$ cat config.mk
export PLATFORM = sky130hd
export DESIGN_NAME = bsrc_front
export DESIGN_NICKNAME = d
export VERILOG_FILES = /design/src/rtl/bsrc_pkg.sv /design/src/rtl/bsrc_front.sv
export SDC_FILE = /design/constraint.sdc
export NUM_CORES = 1
export LEC_CHECK = 0
export ABC_AREA = 1
export ABC_CLOCK_PERIOD_IN_PS = 3840
export BUFFER_PORTS_ARGS = -buffer_cell sky130_fd_sc_hd__buf_4
export CAP_MARGIN = 20
export CORE_MARGIN = 2
export CORE_UTILIZATION = 25
export CTS_BUF_LIST = sky130_fd_sc_hd__clkbuf_2
export DETAILED_ROUTE_END_ITERATION = 16
export GPL_TIMING_DRIVEN = 0
export PLACE_DENSITY = 0.44
export SYNTH_ARGS = -nofsm -noshare
export SYNTH_HDL_FRONTEND = slang
export SYNTH_SLANG_ARGS = --single-unit
export TNS_END_PERCENT = 1
$ cat constraint.sdc
create_clock -name i_clk -period 3.84 [get_ports i_clk]
set_input_delay 0.384 -clock i_clk [delete_from_list [all_inputs] [get_ports i_clk]]
set_output_delay 0.384 -clock i_clk [all_outputs]
set_load 0.03 [all_outputs]
$ cat src/rtl/bsrc_pkg.sv
`timescale 1ns / 1ps
// ----------------------------------------------------------------------------
// bsrc_pkg
// Opcodes, sizes and the record that travels from decode to execute.
// ----------------------------------------------------------------------------
package bsrc_pkg;

    localparam int NUM_REGS_DEF    = 8;
    localparam int MEM_WORDS_DEF   = 256;
    localparam int STACK_DEPTH_DEF = 16;
    localparam int QUEUE_DEPTH     = 2;

    localparam logic [7:0] OP_PUSH      = 8'h01;
    localparam logic [7:0] OP_MOV       = 8'h02;
    localparam logic [7:0] OP_ADDR      = 8'h03;
    localparam logic [7:0] OP_RESERVED  = 8'h04;
    localparam logic [7:0] OP_REG_PUSH  = 8'h05;
    localparam logic [7:0] OP_POP_REG   = 8'h06;
    localparam logic [7:0] OP_SHOW_TOP  = 8'h07;
    localparam logic [7:0] OP_SHOW_REG  = 8'h08;
    localparam logic [7:0] OP_CMP       = 8'h09;
    localparam logic [7:0] OP_JEQ       = 8'h0A;
    localparam logic [7:0] OP_JNE       = 8'h0B;
    localparam logic [7:0] OP_JGT       = 8'h0C;
    localparam logic [7:0] OP_JLT       = 8'h0D;
    localparam logic [7:0] OP_MEM_PUSH  = 8'h0E;
    localparam logic [7:0] OP_POP_MEM   = 8'h0F;
    localparam logic [7:0] OP_MEM_TO_REG = 8'h10;
    localparam logic [7:0] OP_REG_TO_MEM = 8'h11;
    localparam logic [7:0] OP_DECR      = 8'h12;
    localparam logic [7:0] OP_SHOW_CNT  = 8'h13;
    localparam logic [7:0] OP_STOP      = 8'h14;

    localparam logic [7:0] COUNTER_SEL = 8'hFF;

    localparam logic [1:0] PK_NONE  = 2'd0;
    localparam logic [1:0] PK_STACK = 2'd1;
    localparam logic [1:0] PK_REG   = 2'd2;
    localparam logic [1:0] PK_CNT   = 2'd3;

    localparam logic [1:0] ST_OK      = 2'd0;
    localparam logic [1:0] ST_UNKNOWN = 2'd1;
    localparam logic [1:0] ST_OVERFLOW = 2'd2;

    typedef struct packed {
        logic [7:0] op;
        logic [7:0] a;
        logic [7:0] b;
        logic [7:0] c;
        logic       known;
    } t_instr;

endpackage

$ cat src/rtl/bsrc_front.sv
`timescale 1ns / 1ps
// ----------------------------------------------------------------------------
// bsrc_front
// Accepts instructions, classifies the opcode and queues them for execute.
// ----------------------------------------------------------------------------
module bsrc_front (
    input  logic              i_clk,
    input  logic              i_rst_n,
    input  logic              i_valid,
    output logic              o_ready,
    input  logic [7:0]        i_opcode,
    input  logic [7:0]        i_operand_a,
    input  logic [7:0]        i_operand_b,
    input  logic [7:0]        i_operand_c,
    output logic              o_q_valid,
    input  logic              i_q_ready,
    output bsrc_pkg::t_instr  o_q_instr
);
    localparam int QD = bsrc_pkg::QUEUE_DEPTH;
    localparam int AW = $clog2(QD);

    bsrc_pkg::t_instr r_q [QD];
    logic [AW-1:0] r_wp, r_rp;
    logic [AW:0]   r_cnt;
    logic push, pop;
    logic known;

    always_comb begin
        known = (i_opcode >= bsrc_pkg::OP_PUSH) && (i_opcode <= bsrc_pkg::OP_STOP)
                && (i_opcode != bsrc_pkg::OP_RESERVED);
    end

    assign o_ready   = (r_cnt != (AW+1)'(QD));
    assign o_q_valid = (r_cnt != '0);
    assign o_q_instr = r_q[r_rp];
    assign push = i_valid && o_ready;
    assign pop  = o_q_valid && i_q_ready;

    always_ff @(posedge i_clk) begin
        if (push) begin
            r_q[r_wp] <= '{op: i_opcode, a: i_operand_a, b: i_operand_b,
                           c: i_operand_c, known: known};
        end
        if (!i_rst_n) begin
            r_wp <= '0; r_rp <= '0; r_cnt <= '0;
        end else begin
            if (push) r_wp <= r_wp + 1'b1;
            if (pop)  r_rp <= r_rp + 1'b1;
            r_cnt <= r_cnt + (AW+1)'(push) - (AW+1)'(pop);
        end
    end

    a_no_over: assert property (@(posedge i_clk) disable iff (!i_rst_n)
        r_cnt <= (AW+1)'(QD)) else $error("queue count overflow");
    a_pop_nonempty: assert property (@(posedge i_clk) disable iff (!i_rst_n)
        pop |-> r_cnt != '0) else $error("pop from empty queue");
    a_full_blocks: assert property (@(posedge i_clk) disable iff (!i_rst_n)
        (r_cnt == (AW+1)'(QD)) |-> !o_ready) else $error("full queue ready");
endmodule

==> flow_summary_export.csv <==
group,metric,value,unit
min_path,hp-class,"input port to register",
worst_setup_path,critical_path_class,"register to output pin",
finish,area_delta_synth_final,37.64,%
worst_setup_path,critPathRequiredTime,3460,ps
timing,clock.fmax,503.4,MHz
worst_setup_path,path_buf_inv,3,
logic_synthesis,synthCells,150,
worst_setup_path,rr_worst_depth,5,
finish,antenna_cells,0,
cts,cts-htree-levels,3,
place,dp_slack,2090,ps
global_routing,gr-usage-all-layers,8.554,%
pwr,power_frac_comb,38.9,%
timing,max-slew-margin-rel,45.59,%
timing,drv_slew,0,
timing,rsz0062_at_grt,"no",
place,placed_cell_area,0.003561,sq mm
cts,cts_tree,"built",
min_path,worstHoldStart,"i_opcode[2]",
cts,clock_latency,490,ps
floorplanning,start_util,25.84,%
detailed_routing,wl_per_cell,13.08,microns
worst_setup_path,start_kind,"register",
worst_setup_path,timing.rr.end,"r_q[0][8]",
floorplanning,core.rowCount,38,
detailed_routing,antenna_left,0,
status,status,"finished, final reports clean",
floorplanning,die_h,110.3,microns
worst_setup_path,r2r-start,"r_cnt[0]",
timing,fin_crit_sh,51.73,%
min_path,min_to,"r_q[1][27]",
pwr,powerDensity,630.2,mW/mm^2
timing,min_period,1986,ps
finish,final_nets,289,
worst_setup_path,crit_chain,"buf_6, buf_12, mux2_4, buf_4",
run,drv_cap,0,
place,gp_congestion,0.7071,
pwr,swShare,33.02,%
finish,final_common_cell,"buf_4",
cts,clkTransAtPathRegs,210,ps
worst_setup_path,path_delay_family,"buffers and inverters",
detailed_routing,vias,1557,
worst_setup_path,cpPeakStageDelay,360,ps
timing,hold_viol,0,
pwr,seq_power_share,41.4,%
logic_synthesis,syn_nets,188,
cts,cts-root-buf,"clkbuf_2",
logic_synthesis,ys_seq_area_share,73.69,%
timing,worst_slack,1854,ps
detailed_routing,vias_per_cell,3.932,
finish,seqCellArea,0.002082,sq mm
place,dp.cells,361,
finish,drive_above_1_share,49.22,%
min_path,min_path_cells,1,
finish,fin_cells,396,
finish,multi_input_area,641.9,sq um
worst_setup_path,worstPathMaxFanout,10,
floorplanning,die_width,110.3,microns
timing,final.setup_skew,29.69,ps
floorplanning,core_area,0.01094,sq mm
detailed_routing,drc,0,
cts,post_cts_buffers,0,
pwr,ir_drop,0.2534,mV
floorplanning,die-area,0.01217,sq mm
timing,setup_violations,0,
timing,worst_pin_slew,814.9,ps
cts,clockBufferDepth,2,
pwr,power_frac_clock,19.7,%
timing,timing.hold.ws,76.32,ps
logic_synthesis,ys_ff_latch,71,
pwr,p_leak,1.555,nW
place,numPortBuffers,70,
timing,tns,0,ps
logic_synthesis,syn_area_per_cell,18.83,sq um
detailed_routing,first_pass_iters,4,
pwr,power_switching,0.8092,mW
floorplanning,pin_count,71,
detailed_routing,drt-initial-drc-count,43,
place,dp_hpwl,3480,microns
global_routing,grt_pass1_wl,7500,microns
worst_setup_path,endpoint_kind,"output pin",
global_routing,grt_pass1_vias,1457,
finish,fill_cells,1095,
pwr,p_total,2.451,mW
pwr,internal_power,1.642,mW
worst_setup_path,rrSetupSlack,2140,ps
logic_synthesis,yosysWarnings,0,
logic_synthesis,syn_area,0.002825,sq mm
cts,clock-sinks,71,
detailed_routing,wl,5181,microns
finish,most-common-layout-cells,"buf_4, edfxtp_1, mux2_4",
global_routing,grt.overflow.total,0,
cts,cts_buffers,9,
finish,fin_area,0.003889,sq mm
global_routing,grt_max_degree,34,
global_routing,antenna_found_initial,0,
worst_setup_path,arrival,1600,ps
worst_setup_path,cp_slowest_cell,"dfxtp_1",
logic_synthesis,ys_types,14,
finish,post-route-util,35.56,%
[cells in the mapped netlist]
cell      count  area share [%]
inv_1        10             1.3
nor2_1        9             1.2
ha_1          2            0.89
dfxtp_1       5             3.5
o21a_1        1            0.27
nand2_1      13             1.7
nand3_1       3            0.53
edfxtp_1     66              70
o21ai_0       1            0.18
mux2_2        3             1.2
buf_12        3             2.1
buf_6         1            0.40
a21oi_1       3            0.53
mux2_4       30              16
[layout make-up]
cell class,count,share of cell area [%]
timing repair buffer,90,19.11
inverter,10,0.9653
tap,140,4.505
clock buffer,11,1.416
sequential,71,53.54
clock inverter,5,2.124
buffer,4,1.834
multi-input combinational,65,16.51
[power by group through the flow]
stage | clock network, mW | logic (mW) | registers (mW)
final | 0.483 | 0.953 | 1.01
after global routing | 0.538 | 1.02 | 1.03
after CTS | 0.505 | 0.963 | 1.02
after detailed placement | 0 | 0.962 | 1.03
after global placement | 0 | 0.938 | 1.04
after floorplan | 0 | 0.649 | 1.03
[sequential cells by signal, summed over array words and instances, names as in the netlist, named ones only]
name,flops
r_rp,1
r_wp,1
r_q,66
r_cnt,2
[worst max path at each step]
stage / depth (start not counted) / slack (ps) / endpoint
CTS: 4 / 1760 / o_q_instr[7]
global route: 4 / 1730 / o_q_instr[3]
detailed placement: 5 / 2090 / r_q[0][13]
finish: 4 / 1850 / o_q_instr[7]
floorplan: 4 / 1230 / r_q[0][0]
global placement: 4 / 320 / r_q[0][13]
[metal layers]
layer,wire [microns],vias up,track usage [%]
met1,2352,749,10.63
met5,0,-,0
li1,-,756,-
met4,50,0,4.286
met2,2477,45,13.37
met3,301,7,2.763
[cells by family after synthesis]
kind of cell | after synthesis | share of synthesized area, %
AO/OA/AOI/OAI | 5 | 0.9741
buffers and inverters | 14 | 3.853
adder cells (fa/ha/maj) | 2 | 0.8856
multiplexers | 33 | 17.14
AND/OR/NAND/NOR | 25 | 3.454
flip-flops | 71 | 73.69
[what timing repair did]
item	4_1_cts	5_1_grt
hold buffers	1	18
endpoints found under the hold margin	2	33
resized for setup	0	0
Power figures use the tool's default switching activity.
